### src/rtl/core/tsm_pkg.sv
// ----------------------------------------------------------------------------
// tsm_pkg: shared types and codes of the transmit slot manager
// Commands, slot states, engine states, actions, config register indices, payload structs and controller links.
// ----------------------------------------------------------------------------
package tsm_pkg;

    localparam logic [2:0] CMD_RESERVE = 3'd0;
    localparam logic [2:0] CMD_PUSH    = 3'd1;
    localparam logic [2:0] CMD_READ    = 3'd2;
    localparam logic [2:0] CMD_PEEK    = 3'd3;
    localparam logic [2:0] CMD_CANCEL  = 3'd4;
    localparam logic [2:0] CMD_HOLD    = 3'd5;
    localparam logic [2:0] CMD_DELAY   = 3'd6;
    localparam logic [2:0] CMD_TICK    = 3'd7;

    localparam logic [2:0] ST_IDLE     = 3'd0;
    localparam logic [2:0] ST_RESERVED = 3'd1;
    localparam logic [2:0] ST_PENDING  = 3'd2;
    localparam logic [2:0] ST_SENDING  = 3'd3;
    localparam logic [2:0] ST_OKAY     = 3'd4;
    localparam logic [2:0] ST_FAIL     = 3'd5;

    localparam logic [1:0] EN_IDLE = 2'd0;
    localparam logic [1:0] EN_BODY = 2'd1;
    localparam logic [1:0] EN_EOP  = 2'd2;
    localparam logic [1:0] EN_GAP  = 2'd3;

    localparam logic [2:0] ACT_NONE  = 3'd0;
    localparam logic [2:0] ACT_START = 3'd1;
    localparam logic [2:0] ACT_BYTE  = 3'd2;
    localparam logic [2:0] ACT_EOP   = 3'd3;
    localparam logic [2:0] ACT_OK    = 3'd4;
    localparam logic [2:0] ACT_FAIL  = 3'd5;

    localparam logic [2:0] REG_MAX_LEN   = 3'd0;
    localparam logic [2:0] REG_MAX_DELAY = 3'd1;
    localparam logic [2:0] REG_PHASES    = 3'd2;
    localparam logic [2:0] REG_WATCHDOG  = 3'd3;
    localparam logic [2:0] REG_SCAN_GAP  = 3'd4;
    localparam logic [2:0] REG_MAX_NAV   = 3'd5;

    localparam int CFG_W = 16;

    typedef struct packed {
        logic [2:0]  cmd;
        logic [3:0]  slot;
        logic [2:0]  phase;
        logic [7:0]  xmode;
        logic        scan;
        logic [15:0] delay;
        logic [9:0]  frame_len;
        logic        hold;
        logic [15:0] resv_time;
        logic        tx_byte_taken;
        logic        tx_buf_expired;
        logic        tx_end_done;
    } req_t;

    typedef struct packed {
        logic        ack_ok;
        logic [3:0]  slot_id;
        logic [2:0]  slot_state;
        logic [2:0]  tx_action;
        logic [2:0]  tx_phase;
        logic [7:0]  tx_ctrl;
        logic [9:0]  byte_index;
        logic [11:0] resv_units;
    } rsp_t;

    // controller to datapath
    typedef struct packed {
        logic load;    // capture request, age delays on tick
        logic exec;    // apply the captured request
    } ctl_t;

    // datapath to controller
    typedef struct packed {
        logic busy;
    } sts_t;

endpackage

### src/rtl/core/tx_slot_manager_with_dispatch.sv
// ----------------------------------------------------------------------------
// tx_slot_manager_with_dispatch: transmit slot table with dispatch engine
// Command channel in, one response per command out.
// ----------------------------------------------------------------------------
// Usage: present one request on in_* (valid/ready); exactly one response
// comes back on out_* (valid/ready). The accepting edge captures the
// request, and a tick ages slot delays there; the next edge executes it
// against the slot table and transmit engine and loads the output register.
// Response valid rises at the executing edge, together with the output
// register; no new request is taken while one executes. A new request is
// accepted in the same cycle the held response is taken. When the receiver
// stalls, the response holds and no further request is taken. Reset clears
// all slots to idle, the engine to idle and the configuration and output
// registers to their reset values. Configuration writes (cfg_we, cfg_index,
// cfg_data) take effect at once and belong in idle periods.
// ----------------------------------------------------------------------------
module tx_slot_manager_with_dispatch
#(
    parameter int SLOTS = 8
)
(
    input  logic                       clk,
    input  logic                       rst_n,
    input  logic                       in_valid,
    output logic                       in_ready,
    input  tsm_pkg::req_t              in_data,
    output logic                       out_valid,
    input  logic                       out_ready,
    output tsm_pkg::rsp_t              out_data,
    input  logic                       cfg_we,
    input  logic [2:0]                 cfg_index,
    input  logic [tsm_pkg::CFG_W-1:0]  cfg_data
);

    tsm_pkg::ctl_t ctl;
    tsm_pkg::sts_t sts;

    tsm_ctrl u_ctrl
    (
        .clk       (clk),
        .rst_n     (rst_n),
        .in_valid  (in_valid),
        .in_ready  (in_ready),
        .out_valid (out_valid),
        .out_ready (out_ready),
        .sts       (sts),
        .ctl       (ctl)
    );

    tsm_datapath #(.SLOTS(SLOTS)) u_dp
    (
        .clk      (clk),
        .rst_n    (rst_n),
        .ctl      (ctl),
        .sts      (sts),
        .req      (in_data),
        .cfg_we   (cfg_we),
        .cfg_idx  (cfg_index),
        .cfg_data (cfg_data),
        .rsp      (out_data)
    );

endmodule

### src/rtl/core/tsm_ctrl.sv
// ----------------------------------------------------------------------------
// tsm_ctrl: request sequencer
// Takes a request, runs the capture and execute steps, holds the response.
// ----------------------------------------------------------------------------
module tsm_ctrl
(
    input  logic           clk,
    input  logic           rst_n,
    input  logic           in_valid,
    output logic           in_ready,
    output logic           out_valid,
    input  logic           out_ready,
    input  tsm_pkg::sts_t  sts,
    output tsm_pkg::ctl_t  ctl
);

    typedef enum logic [2:0] {
        S_IDLE = 3'b001,
        S_EXEC = 3'b010,
        S_DONE = 3'b100
    } state_t;

    state_t state_reg, state_next;

    always_comb
    begin
        state_next = state_reg;
        unique case (state_reg)
            S_IDLE: if (in_valid) state_next = S_EXEC;
            S_EXEC: state_next = S_DONE;
            S_DONE: if (out_ready) state_next = in_valid ? S_EXEC : S_IDLE;
            default: state_next = S_IDLE;
        endcase
    end

    always_ff @(posedge clk or negedge rst_n)
    begin
        if (!rst_n)
            state_reg <= S_IDLE;
        else
            state_reg <= state_next;
    end

    // accept a request when idle, or as the held response leaves
    assign in_ready  = (state_reg == S_IDLE) || (state_reg == S_DONE && out_ready);
    assign out_valid = (state_reg == S_DONE);
    assign ctl.load  = in_valid && in_ready;
    assign ctl.exec  = (state_reg == S_EXEC);

`ifndef SYNTHESIS
    a_exec_after_load: assert property (@(posedge clk) disable iff (!rst_n)
        ctl.load |=> ctl.exec) else $error("exec did not follow load");
    a_no_load_in_exec: assert property (@(posedge clk) disable iff (!rst_n)
        ctl.exec |-> !ctl.load) else $error("load during exec");
    a_busy_match: assert property (@(posedge clk) disable iff (!rst_n)
        ctl.exec |-> sts.busy) else $error("datapath not busy in exec");
`endif

endmodule

### src/rtl/core/tsm_datapath.sv
// ----------------------------------------------------------------------------
// tsm_datapath: slot table and transmit engine
// Stage one captures the request and ages delays on tick; stage two executes it.
// ----------------------------------------------------------------------------
module tsm_datapath
#(
    parameter int SLOTS = 8
)
(
    input  logic                            clk,
    input  logic                            rst_n,
    input  tsm_pkg::ctl_t                   ctl,
    output tsm_pkg::sts_t                   sts,
    input  tsm_pkg::req_t                   req,
    input  logic                            cfg_we,
    input  logic [2:0]                      cfg_idx,
    input  logic [tsm_pkg::CFG_W-1:0]       cfg_data,
    output tsm_pkg::rsp_t                   rsp
);

    localparam int SW = $clog2(SLOTS);

    logic [9:0]  max_len_reg;
    logic [15:0] max_delay_reg;
    logic [1:0]  phases_reg;
    logic [12:0] wd_limit_reg;
    logic [15:0] scan_gap_reg;
    logic [11:0] max_nav_reg;

    always_ff @(posedge clk or negedge rst_n)
    begin
        if (!rst_n)
        begin
            max_len_reg   <= 10'd255;
            max_delay_reg <= 16'hFFFF;
            phases_reg    <= 2'd3;
            wd_limit_reg  <= 13'd5000;
            scan_gap_reg  <= 16'd10;
            max_nav_reg   <= 12'hFFF;
        end
        else if (cfg_we)
        begin
            unique case (cfg_idx)
                tsm_pkg::REG_MAX_LEN:   max_len_reg   <= cfg_data[9:0];
                tsm_pkg::REG_MAX_DELAY: max_delay_reg <= cfg_data[15:0];
                tsm_pkg::REG_PHASES:    phases_reg    <= cfg_data[1:0];
                tsm_pkg::REG_WATCHDOG:  wd_limit_reg  <= cfg_data[12:0];
                tsm_pkg::REG_SCAN_GAP:  scan_gap_reg  <= cfg_data[15:0];
                tsm_pkg::REG_MAX_NAV:   max_nav_reg   <= cfg_data[11:0];
                default: ;
            endcase
        end
    end

    logic [2:0]  status_reg [SLOTS];
    logic [2:0]  phase_reg  [SLOTS];
    logic [7:0]  mode_reg   [SLOTS];
    logic        scanf_reg  [SLOTS];
    logic        holdf_reg  [SLOTS];
    logic [15:0] delay_reg  [SLOTS];
    logic [9:0]  len_reg    [SLOTS];
    logic [9:0]  sent_reg   [SLOTS];
    logic [1:0]  order_reg  [SLOTS];
    logic [11:0] nav_reg    [SLOTS];
    logic [1:0]  eng_reg;
    logic [SW-1:0] act_reg;
    // one bit above the limit so the count can pass it
    logic [13:0] wd_reg;
    tsm_pkg::req_t req_reg;
    tsm_pkg::rsp_t rsp_reg;
    tsm_pkg::rsp_t rsp_next;
    logic        busy_reg;

    // stage-two decode
    logic          s_valid;
    logic [SW-1:0] s;
    logic          tick;
    logic [2:0]    st_s;

    assign s_valid = ({4'd0, req_reg.slot} < 8'(SLOTS));
    assign s       = req_reg.slot[SW-1:0];
    assign tick    = (req_reg.cmd == tsm_pkg::CMD_TICK);
    assign st_s    = status_reg[s];

    // reserve search: idle first, then finished
    logic          free_hit, done_hit;
    logic [SW-1:0] free_idx, done_idx;
    logic [SW-1:0] rsv_idx;
    // dispatch search
    logic          due_hit;
    logic [SW-1:0] due_idx;

    always_comb
    begin
        free_hit = 1'b0; done_hit = 1'b0; due_hit = 1'b0;
        free_idx = '0;   done_idx = '0;   due_idx = '0;
        for (int i = SLOTS - 1; i >= 0; i--)
        begin
            if (status_reg[i] == tsm_pkg::ST_IDLE)
            begin
                free_hit = 1'b1; free_idx = SW'(i);
            end
            if (status_reg[i] == tsm_pkg::ST_OKAY || status_reg[i] == tsm_pkg::ST_FAIL)
            begin
                done_hit = 1'b1; done_idx = SW'(i);
            end
            if (status_reg[i] == tsm_pkg::ST_PENDING && !holdf_reg[i]
                && delay_reg[i] == 16'd0)
            begin
                due_hit = 1'b1; due_idx = SW'(i);
            end
        end
    end

    assign rsv_idx = free_hit ? free_idx : done_idx;

    // push validation
    logic push_bad;
    assign push_bad = ({1'b0, phases_reg} < req_reg.phase) || (req_reg.xmode[7:4] == 4'd0)
        || (req_reg.xmode[3:0] == 4'h3) || (req_reg.delay > max_delay_reg)
        || (req_reg.frame_len == 10'd0) || (req_reg.frame_len > max_len_reg);

    // hold rounding
    logic [11:0] nav_q;
    logic [11:0] nav_v;
    assign nav_q = req_reg.resv_time[15:4];
    always_comb
    begin
        if (nav_q > max_nav_reg)
            nav_v = max_nav_reg;
        else if (req_reg.resv_time[3:0] != 4'd0 && nav_q < max_nav_reg)
            nav_v = nav_q + 12'd1;
        else
            nav_v = nav_q;
    end

    logic [SW-1:0] a;
    assign a = act_reg;

    logic wd_over;
    logic body_fail;
    logic eop_last;
    assign wd_over   = (wd_reg > {1'b0, wd_limit_reg});
    assign body_fail = req_reg.tx_buf_expired || wd_over;
    assign eop_last  = !scanf_reg[a] || order_reg[a] == 2'd3;

    // response of the captured request
    always_comb
    begin
        rsp_next = '0;
        if (s_valid)
            rsp_next.slot_id = req_reg.slot;
        case (req_reg.cmd)
            tsm_pkg::CMD_RESERVE:
            begin
                if (free_hit || done_hit)
                begin
                    rsp_next.slot_id    = 4'(rsv_idx);
                    rsp_next.ack_ok     = 1'b1;
                    rsp_next.slot_state = tsm_pkg::ST_RESERVED;
                end
                else
                    rsp_next.slot_id = 4'(SLOTS);
            end
            tsm_pkg::CMD_PUSH:
            begin
                if (s_valid && st_s != tsm_pkg::ST_RESERVED)
                    rsp_next.slot_state = st_s;
                else if (s_valid && !push_bad)
                begin
                    rsp_next.ack_ok     = 1'b1;
                    rsp_next.slot_state = tsm_pkg::ST_PENDING;
                end
            end
            tsm_pkg::CMD_READ, tsm_pkg::CMD_PEEK:
            begin
                if (!s_valid)
                    rsp_next.slot_state = tsm_pkg::ST_FAIL;
                else
                begin
                    rsp_next.ack_ok     = 1'b1;
                    rsp_next.slot_state = st_s;
                end
            end
            tsm_pkg::CMD_CANCEL:
            begin
                if (s_valid && st_s == tsm_pkg::ST_PENDING)
                begin
                    rsp_next.ack_ok     = 1'b1;
                    rsp_next.slot_state = tsm_pkg::ST_FAIL;
                end
                else if (s_valid)
                    rsp_next.slot_state = st_s;
            end
            tsm_pkg::CMD_HOLD:
            begin
                if (s_valid)
                    rsp_next.slot_state = st_s;
                if (s_valid && st_s == tsm_pkg::ST_PENDING)
                begin
                    rsp_next.ack_ok     = 1'b1;
                    rsp_next.resv_units = req_reg.hold ? nav_v : nav_reg[s];
                end
            end
            tsm_pkg::CMD_DELAY:
            begin
                if (s_valid)
                begin
                    rsp_next.ack_ok     = 1'b1;
                    rsp_next.slot_state = st_s;
                end
            end
            default:
            begin
                rsp_next.ack_ok     = 1'b1;
                rsp_next.slot_id    = '0;
                rsp_next.slot_state = status_reg[a];
                case (eng_reg)
                    tsm_pkg::EN_IDLE:
                    begin
                        if (due_hit)
                        begin
                            rsp_next.tx_action  = tsm_pkg::ACT_START;
                            rsp_next.slot_id    = 4'(due_idx);
                            rsp_next.slot_state = tsm_pkg::ST_SENDING;
                            rsp_next.tx_phase   = phase_reg[due_idx];
                            rsp_next.tx_ctrl    = scanf_reg[due_idx]
                                ? {4'h1, mode_reg[due_idx][3:0]} : mode_reg[due_idx];
                        end
                    end
                    tsm_pkg::EN_BODY:
                    begin
                        if (body_fail)
                        begin
                            rsp_next.tx_action  = tsm_pkg::ACT_FAIL;
                            rsp_next.slot_id    = 4'(a);
                            rsp_next.slot_state = tsm_pkg::ST_FAIL;
                            rsp_next.tx_phase   = phase_reg[a];
                        end
                        else if (req_reg.tx_byte_taken)
                        begin
                            rsp_next.slot_id  = 4'(a);
                            rsp_next.tx_phase = phase_reg[a];
                            if (sent_reg[a] < len_reg[a])
                            begin
                                rsp_next.tx_action  = tsm_pkg::ACT_BYTE;
                                rsp_next.byte_index = sent_reg[a];
                            end
                            else
                                rsp_next.tx_action = tsm_pkg::ACT_EOP;
                        end
                    end
                    tsm_pkg::EN_EOP:
                    begin
                        if (req_reg.tx_end_done)
                        begin
                            if (eop_last)
                            begin
                                rsp_next.tx_action  = tsm_pkg::ACT_OK;
                                rsp_next.slot_id    = 4'(a);
                                rsp_next.slot_state = tsm_pkg::ST_OKAY;
                                rsp_next.tx_phase   = phase_reg[a];
                            end
                        end
                        else if (wd_over)
                        begin
                            rsp_next.tx_action  = tsm_pkg::ACT_FAIL;
                            rsp_next.slot_id    = 4'(a);
                            rsp_next.slot_state = tsm_pkg::ST_FAIL;
                            rsp_next.tx_phase   = phase_reg[a];
                        end
                    end
                    default:
                    begin
                        if (delay_reg[a] == 16'd0)
                        begin
                            rsp_next.tx_action = tsm_pkg::ACT_START;
                            rsp_next.slot_id   = 4'(a);
                            rsp_next.tx_phase  = phase_reg[a];
                            rsp_next.tx_ctrl   = {4'h1 << order_reg[a], mode_reg[a][3:0]};
                        end
                    end
                endcase
            end
        endcase
    end

    always_ff @(posedge clk or negedge rst_n)
    begin
        if (!rst_n)
        begin
            for (int i = 0; i < SLOTS; i++)
            begin
                status_reg[i] <= tsm_pkg::ST_IDLE;
                scanf_reg[i]  <= 1'b0;
                holdf_reg[i]  <= 1'b0;
                delay_reg[i]  <= '0;
                sent_reg[i]   <= '0;
                order_reg[i]  <= '0;
                nav_reg[i]    <= '0;
            end
            eng_reg  <= tsm_pkg::EN_IDLE;
            act_reg  <= '0;
            wd_reg   <= '0;
            busy_reg <= 1'b0;
            rsp_reg  <= '0;
        end
        else if (ctl.load)
        begin
            busy_reg <= 1'b1;
            // age delays first on tick
            if (req.cmd == tsm_pkg::CMD_TICK)
                for (int i = 0; i < SLOTS; i++)
                    if ((status_reg[i] == tsm_pkg::ST_PENDING
                         || status_reg[i] == tsm_pkg::ST_SENDING) && delay_reg[i] != 16'd0)
                        delay_reg[i] <= delay_reg[i] - 16'd1;
        end
        else if (ctl.exec)
        begin
            busy_reg <= 1'b0;
            rsp_reg  <= rsp_next;
            case (req_reg.cmd)
                tsm_pkg::CMD_RESERVE:
                begin
                    if (free_hit || done_hit)
                        status_reg[rsv_idx] <= tsm_pkg::ST_RESERVED;
                end
                tsm_pkg::CMD_PUSH:
                begin
                    if (s_valid && st_s == tsm_pkg::ST_RESERVED)
                    begin
                        if (push_bad)
                            status_reg[s] <= tsm_pkg::ST_IDLE;
                        else
                        begin
                            phase_reg[s]  <= req_reg.phase;
                            mode_reg[s]   <= req_reg.xmode;
                            scanf_reg[s]  <= req_reg.scan;
                            holdf_reg[s]  <= 1'b0;
                            delay_reg[s]  <= req_reg.delay;
                            len_reg[s]    <= req_reg.frame_len;
                            sent_reg[s]   <= '0;
                            order_reg[s]  <= '0;
                            status_reg[s] <= tsm_pkg::ST_PENDING;
                        end
                    end
                end
                tsm_pkg::CMD_READ, tsm_pkg::CMD_PEEK:
                begin
                    if (s_valid && req_reg.cmd == tsm_pkg::CMD_READ
                        && (st_s == tsm_pkg::ST_OKAY || st_s == tsm_pkg::ST_FAIL))
                        status_reg[s] <= tsm_pkg::ST_IDLE;
                end
                tsm_pkg::CMD_CANCEL:
                begin
                    if (s_valid && st_s == tsm_pkg::ST_PENDING)
                        status_reg[s] <= tsm_pkg::ST_FAIL;
                end
                tsm_pkg::CMD_HOLD:
                begin
                    if (s_valid && st_s == tsm_pkg::ST_PENDING)
                    begin
                        if (req_reg.hold)
                        begin
                            nav_reg[s]   <= nav_v;
                            holdf_reg[s] <= 1'b1;
                        end
                        else
                            holdf_reg[s] <= 1'b0;
                    end
                end
                tsm_pkg::CMD_DELAY:
                begin
                    if (s_valid)
                        delay_reg[s] <= req_reg.delay;
                end
                default:
                begin
                    case (eng_reg)
                        tsm_pkg::EN_IDLE:
                        begin
                            if (due_hit)
                            begin
                                act_reg             <= due_idx;
                                status_reg[due_idx] <= tsm_pkg::ST_SENDING;
                                sent_reg[due_idx]   <= 10'd1;
                                wd_reg              <= '0;
                                eng_reg             <= tsm_pkg::EN_BODY;
                            end
                        end
                        tsm_pkg::EN_BODY:
                        begin
                            if (body_fail)
                            begin
                                status_reg[a] <= tsm_pkg::ST_FAIL;
                                eng_reg       <= tsm_pkg::EN_IDLE;
                            end
                            else if (!req_reg.tx_byte_taken)
                                wd_reg <= wd_reg + 14'd1;
                            else
                            begin
                                wd_reg <= '0;
                                if (sent_reg[a] < len_reg[a])
                                    sent_reg[a] <= sent_reg[a] + 10'd1;
                                else
                                    eng_reg <= tsm_pkg::EN_EOP;
                            end
                        end
                        tsm_pkg::EN_EOP:
                        begin
                            if (req_reg.tx_end_done)
                            begin
                                if (eop_last)
                                begin
                                    status_reg[a] <= tsm_pkg::ST_OKAY;
                                    eng_reg       <= tsm_pkg::EN_IDLE;
                                end
                                else
                                begin
                                    order_reg[a] <= order_reg[a] + 2'd1;
                                    delay_reg[a] <= scan_gap_reg;
                                    eng_reg      <= tsm_pkg::EN_GAP;
                                end
                            end
                            else if (wd_over)
                            begin
                                status_reg[a] <= tsm_pkg::ST_FAIL;
                                eng_reg       <= tsm_pkg::EN_IDLE;
                            end
                            else
                                wd_reg <= wd_reg + 14'd1;
                        end
                        default:
                        begin
                            if (delay_reg[a] == 16'd0)
                            begin
                                sent_reg[a] <= 10'd1;
                                eng_reg     <= tsm_pkg::EN_BODY;
                            end
                        end
                    endcase
                end
            endcase
        end
    end

    always_ff @(posedge clk)
    begin
        if (ctl.load)
            req_reg <= req;
    end

    assign sts.busy = busy_reg;
    assign rsp      = rsp_reg;

`ifndef SYNTHESIS
    a_idle_engine_slot: assert property (@(posedge clk) disable iff (!rst_n)
        (eng_reg != tsm_pkg::EN_IDLE && !busy_reg) |-> status_reg[a] == tsm_pkg::ST_SENDING)
        else $error("active slot not sending");
    a_tick_ack: assert property (@(posedge clk) disable iff (!rst_n)
        (ctl.exec && tick) |=> rsp_reg.ack_ok) else $error("tick not acked");
    a_act_only_tick: assert property (@(posedge clk) disable iff (!rst_n)
        (ctl.exec && !tick) |=> rsp_reg.tx_action == tsm_pkg::ACT_NONE)
        else $error("action on non-tick");
`endif

endmodule
### config.mk
export PLATFORM = sky130hd
export DESIGN_NAME = tx_slot_manager_with_dispatch
export DESIGN_NICKNAME = d
export VERILOG_FILES = /design/src/rtl/core/tsm_pkg.sv /design/src/rtl/core/tx_slot_manager_with_dispatch.sv /design/src/rtl/core/tsm_ctrl.sv /design/src/rtl/core/tsm_datapath.sv
export SDC_FILE = /design/constraint.sdc
export NUM_CORES = 2
export LEC_CHECK = 0
export BUFFER_PORTS_ARGS = -buffer_cell sky130_fd_sc_hd__buf_2
export CORE_MARGIN = 4
export CORE_UTILIZATION = 40
export CTS_CLUSTER_DIAMETER = 120
export CTS_CLUSTER_SIZE = 40
export DETAILED_ROUTE_END_ITERATION = 7
export SETUP_SLACK_MARGIN = 0.4
export SLEW_MARGIN = 20
export SYNTH_ARGS = -nofsm -noshare
export SYNTH_HDL_FRONTEND = slang
export SYNTH_SLANG_ARGS = --single-unit
export TNS_END_PERCENT = 30
### constraint.sdc
create_clock -name clk -period 12.9 [get_ports clk]
set_input_delay 2.58 -clock clk [delete_from_list [all_inputs] [get_ports clk]]
set_output_delay 2.58 -clock clk [all_outputs]
set_load 0.005 [all_outputs]
[Word-level counts from Yosys, hierarchy flattened]
Memory sizes are Yosys's and may differ from the RTL's.
Index checks and enable logic that the tools add are counted.
Cells by class
  add/subtract/negate cells: 12
  magnitude comparators: 16
  equal/unequal tests: 95
  shift operators: 1
  muxes and demuxes: 223
  bitwise operators: 42
  reductions and logical operators: 149
Operator list (number)
  2-to-1 mux 128 bit: 9
  2-to-1 mux 80 bit: 7
  case mux 128 bit (3 select lines): 1
  2-to-1 mux 16 bit: 17
  2-to-1 mux 24 bit: 11
  bitwise mux 128 bit: 2
  case mux 80 bit (3 select lines): 1
  case mux 80 bit (2 select lines): 1
  bitwise AND 72 bit: 2
  logical NOT 16 bit: 9
  2-to-1 mux 12 bit: 12
  inverter 72 bit: 2
  nonzero test 16 bit: 8
  subtractor 16 x 1 -> 16 bit (second input constant): 8
  2-to-1 mux 3 bit: 42
  case mux 24 bit (5 select lines): 1
  bitwise mux 96 bit: 1
  demux 16 bit (select 3 bit): 2
  demux 10 bit (select 3 bit): 3
  2-to-1 mux 10 bit: 9
  bitwise AND 80 bit: 1
  bitwise mux 80 bit: 1
  inverter 80 bit: 1
  AND reduction 10 bit: 8
  93 further kinds: 379
Storage, ports and cells
  bits in registers: 560
  memory bits (writable): 168
  bits of input ports: 89
  word-level logic and storage cells: 627
  memories kept: 3
Memories
  u_dp.len_reg: depth 8, bits a word 10, read ports 1, clocked after memory_dff 0, wr ports 1, RTL line tsm_datapath.sv:61  | logic [9:0] len_reg [SLOTS];
  u_dp.mode_reg: depth 8, bits a word 8, read ports 2, clocked after memory_dff 0, wr ports 1, RTL line tsm_datapath.sv:57  | logic [7:0] mode_reg [SLOTS];
  u_dp.phase_reg: depth 8, bits a word 3, read ports 2, clocked after memory_dff 0, wr ports 1, RTL line tsm_datapath.sv:56  | logic [2:0] phase_reg [SLOTS];

[Logic depth before layout (Yosys ltp)]
  depth in word-level cells: 21
  depth in mapped cells: 23
  mapped depth without buffers: 15

[Cells and area by module]
From an unflattened synthesis, not the netlist that was laid out.
Unflattened totals
  cell total of the unflattened synthesis: 4265
  area, all modules: 40368.7 um2
By module, submodules not included
  tsm_datapath: times used 1, cells an instance 4248, area each 40193.5 um2, seq. area each 19389.8 um2
  tsm_ctrl: times used 1, cells an instance 17, area each 175.2 um2, seq. area each 76.3 um2

[Worst setup path before layout]
OpenSTA, ideal clock, no wires.
  path kind: input to register
  start point: input out_ready
  end point: register u_dp.delay_reg[105] in the netlist's numbering
  setup time: 0.078 ns
  arrival: 6.351 ns
  data required time: 12.822 ns
  setup slack: 6.471 ns
  cell stages on the path: 11
  cells stage by stage: nand3b_1 a21oi_1 nand2_1 inv_1 clkbuf_1 clkbuf_1 clkbuf_1 clkbuf_1 o41ai_1 nand2_1 o2bb2ai_1
RTL lines
  start, declared: RTL line tx_slot_manager_with_dispatch.sv:28  | input logic out_ready,
  end signal, assigned by index: RTL line tsm_datapath.sv:316  | delay_reg[i] <= delay_reg[i] - 16'd1;
  end signal, assigned by index: RTL line tsm_datapath.sv:340  | delay_reg[s] <= req_reg.delay;
  end signal, assigned by index: RTL line tsm_datapath.sv:375  | delay_reg[s] <= req_reg.delay;
  end, declared: RTL line tsm_datapath.sv:60  | logic [15:0] delay_reg [SLOTS];

[Final worst setup path]
  start point: register u_dp.act_reg[0] (netlist: u_dp.a[0])
  end point: register u_dp.sent_reg[30] in the netlist's numbering
On the way
  word-level cells in the longest chain between the ends: 11
  elaborated cells on any way between the ends: 27
  classes of those cells: add/sub (1); order compare (3); eq/ne (1); mux (15); bitwise (2); reduce/logical (4); memory (1)
RTL lines
  start, declared: RTL line tsm_datapath.sv:66  | logic [SW-1:0] act_reg;
  start signal, assigned: RTL line tsm_datapath.sv:384  | act_reg <= due_idx;
  inverter 3 -> 4 bit (not written as such)
  binary-select mux 10 bit (select 3 bit), or another cell as far along: RTL line tsm_datapath.sv:403, tsm_datapath.sv:404
  2-to-1 mux 10 bit (not written as such) or logical AND 1 bit (tied branches): RTL line tsm_datapath.sv:403, tsm_datapath.sv:404, tsm_datapath.sv:437
  2-to-1 mux 10 bit, on equally long branches: RTL line tsm_datapath.sv:403, tsm_datapath.sv:404, tsm_datapath.sv:437
  adder 10 x 1 -> 10 bit or demux 10 bit (select 3 bit) (tied branches): RTL line tsm_datapath.sv:404, tsm_datapath.sv:437
  bitwise mux 80 bit: RTL line tsm_datapath.sv:404  | sent_reg[a] <= sent_reg[a] + 10'd1;
  2-to-1 mux 80 bit: RTL line tsm_datapath.sv:403  | if (sent_reg[a] < len_reg[a])
  2-to-1 mux 80 bit: RTL line tsm_datapath.sv:398  | else if (!req_reg.tx_byte_taken)
  2-to-1 mux 80 bit: RTL line tsm_datapath.sv:393  | if (body_fail)
  case mux 80 bit (3 select lines): RTL line tsm_datapath.sv:379  | case (eng_reg)
  case mux 80 bit (2 select lines): RTL line tsm_datapath.sv:322  | case (req_reg.cmd)
  end signal, assigned by index: RTL line tsm_datapath.sv:404
  end, declared: RTL line tsm_datapath.sv:62  | logic [9:0] sent_reg [SLOTS];
Parallel ways exist; a longest one is shown, timed or not. The select of a mux whose other input is x is not followed.
A chain may end at the register's enable or synchronous reset.

==> run metrics <==
share of the synthesized area in the top cell type 28.0%; Non-Filler Instances 5,445; iteration-0 DRC count of the detailed router 4,661; sequential area share after synthesis 48.4%; synthesis warning total 0; RSZ-0062 raised after global routing false; Cell variety after synth 98; Layout Cell Area excl Fill 43,300 um^2; Layout area overhead 7.93%; final number of hold-violating endpoints 0; detailed-route vias per instance 6.45; area after detailed placement 42,200 um^2; post-route core utilization 43.8%; height of the chip 325 um; gp weighted congestion 0.995; routed vias 35,127; Worst Clk Skew 0.0938 ns; Finish-stage setup viols 0; post-synth net total 4,329; PostCTS Resize Cnt 0; least setup slack across all paths after layout 6.61 ns; clock latency at the later pin of the worst-skew pair 0.71 ns; wire length of the first global-routing pass 220,000 um; status completed; Hold Path Class flip-flop to flip-flop; critical path data arrival time 6.86 ns; CTS Hold Bufs 0; worst slack after detailed placement 6.82 ns; critical path peak fanout 44; library cell with the largest summed area after synthesis dfrtp_1; clock tree root buffer cell clkbuf_16; maximum level of the CTS H-tree 1; worst path required time 13.47 ns; Syn Inst Count 4,156; # DRC 0; I/O Buffers 134; number of maximum-capacitance constraint violations 0; CP Capture Type flip-flop; Detail Placement HPWL 101,000 um; total placed cells including tap cells 5,388; effective utilization at floorplan 40.5%; antenna violations before repair 5; fin crit period 6.29 ns; startpoint class of the critical path flip-flop; global-route total usage across every layer 27.0%; TritonCTS clock tree done; cell area after synthesis 40,100 um^2; number of rows created at floorplan 115; via count of the first global-routing pass 33,011; predominant post-synthesis flop cell dfrtp_1; maximum number of pins on one net before global-route repair 160; worst hold slack after final layout 0.491 ns; layout cells sized above 1 14.2%; worst slew pin tran 1.13 ns; overall power 6.87 mW; nets@finish 4,305; clock tree sinks 728; Post-CTS Setup Bufs 0; overall die area 105,000 um^2; antenna-violating nets left 0; Slew Limit Fails 0; clk slew on worst S/H paths 0.15 ns; worst setup path class flip-flop to flip-flop; Pre-antenna DRT Iters 8; worst-case vdd ir drop 225 uV; ranking of synthesized cells by area dfrtp_1 28%, edfxtp_1 17%, mux2_2 5.0%, o21ai_0 4.9%, nand2_1 4.3%; number of clock buffers inserted by TritonCTS 29; number of top-level design ports 135; relative slew slack 24.1%; highest achievable clock rate 159 MHz; largest buffer count on any clock path 3; Post-synth EDFFs 233; core area 99,000 um^2; final global-route overflow total 0; total detailed-routing wirelength 149,000 um; die width 325 um; power per cell area 159 nW/um^2; leakage power 17.2 nW; max FFs per register 128; sum of negative setup slack 0 ns; share of flip-flops with an asynchronous set or reset after synthesis 68.0%; routed wirelength normalized by instance count 27.3 um; synthesized area per cell 9.66 um^2; Synth Register Bits 728; Final Cycle Share 48.7%
[cell usage in the layout, fill, tap and decap left out, drive strengths merged, types with 31 or more instances in the layout]
| cell | netlist | final |
|---|---|---|
| a211oi | 32 | 32 |
| a21oi | 253 | 253 |
| a221oi | 114 | 114 |
| a22o | 32 | 32 |
| a22oi | 67 | 67 |
| a31oi | 50 | 50 |
| and3 | 32 | 32 |
| buf | 68 | 230 |
| clkbuf | 217 | 35 |
| dfrtp | 449 | 449 |
| dfstp | 46 | 46 |
| edfxtp | 233 | 233 |
| ha | 84 | 84 |
| inv | 124 | 131 |
| mux2 | 179 | 179 |
| mux2i | 37 | 37 |
| nand2 | 460 | 460 |
| nand3 | 108 | 108 |
| nor2 | 307 | 307 |
| nor3 | 178 | 178 |
| nor4 | 40 | 40 |
| o21ai | 404 | 404 |
| o22ai | 78 | 78 |
| o31ai | 37 | 37 |
| or3 | 31 | 31 |
| xor2 | 31 | 31 |
[worst paths after layout]
| kind | from | end | slack [ns] | cells after the start |
|---|---|---|---|---|
| max in group asynchronous | rst_n | u_dp.nav_reg[71]$_DFFE_PN0P_ | 8.93 | 3 |
| min | u_dp.rsp[14]$_DFFE_PN0P_ | u_dp.rsp[14]$_DFFE_PN0P_ | 0.49 | 2 |
| min reg2reg | u_dp.rsp[14]$_DFFE_PN0P_ | u_dp.rsp[14]$_DFFE_PN0P_ | 0.49 | 2 |
| max reg2reg | u_dp.a[0]$_DFFE_PN0P_ | u_dp.sent_reg[30]$_DFFE_PN0P_ | 6.61 | 15 |
| max | u_dp.a[0]$_DFFE_PN0P_ | u_dp.sent_reg[30]$_DFFE_PN0P_ | 6.61 | 15 |
| min in group asynchronous | rst_n | u_dp.a[1]$_DFFE_PN0P_ | 1.85 | 1 |
[cell usage after synthesis (31+ instances only)]
| library cell | n |
|---|---|
| a22oi_1 | 67 |
| buf_2 | 35 |
| dfstp_2 | 46 |
| clkbuf_1 | 217 |
| nor2_1 | 307 |
| dfrtp_1 | 449 |
| nand2_1 | 460 |
| nand3_1 | 108 |
| a22o_1 | 32 |
| nor4_1 | 38 |
| a211oi_1 | 32 |
| mux2_2 | 178 |
| xor2_1 | 31 |
| a221oi_1 | 111 |
| o21ai_0 | 396 |
| inv_1 | 124 |
| edfxtp_1 | 233 |
| and3_1 | 32 |
| ha_1 | 84 |
| a31oi_1 | 50 |
| o31ai_1 | 35 |
| nor3_1 | 177 |
| o22ai_1 | 78 |
| or3_1 | 31 |
| a21oi_1 | 253 |
| mux2i_1 | 37 |
[layer usage]
layer | wire length, um | global-route usage [%] | up-vias | part of all wire [%]
li1 | - | - | 15485 | -
met1 | 60800 | 37.6 | 17292 | 41
met2 | 66600 | 42.5 | 1968 | 45
met3 | 14200 | 4.55 | 380 | 9.6
met4 | 6980 | 10.3 | 2 | 4.7
met5 | 10 | 0 | - | 0.0067
[cell families after synthesis]
family	share of synthesized area (%)
AND/OR/NAND/NOR	16.1
AO/OA/AOI/OAI	20.7
flip-flops	48.4
buffers and inverters	4.01
multiplexers	6.84
adder cells (fa/ha/maj)	2.62
XOR/XNOR	1.33
[worst max-delay path, stage by stage, from the launching register on]
cell       delay [ns]
dfrtp_2          0.80
buf_4            0.68
nor2_1           0.36
o2bb2ai_1        0.21
a221oi_1         0.80
inv_1            0.21
ha_1             0.34
a21oi_1          0.14
o21ai_0          0.11
nor2_1           0.11
a311oi_1         0.18
o41a_1           0.59
o31ai_4          0.33
and2_1           0.49
nand2_1          0.40
a22o_1           0.33
[final cells by class]
class / instances / area [um^2]
flip-flops and latches: 728 / 19400
clock inverters: 19 / 368
fillers: 9431 / 55700
inverters: 125 / 477
clock buffers: 35 / 748
repair buffers: 230 / 1430
well taps: 1287 / 1610
diodes: 3 / 7.51
multi-input cells: 3018 / 19200
[power breakdown]
group / total [mW] / internal, mW / switching, mW
logic: 2.44 / 0.770 / 1.67
registers: 3.08 / 2.70 / 0.387
clock network: 1.35 / 0.477 / 0.872
Power figures use the tool's default switching activity.
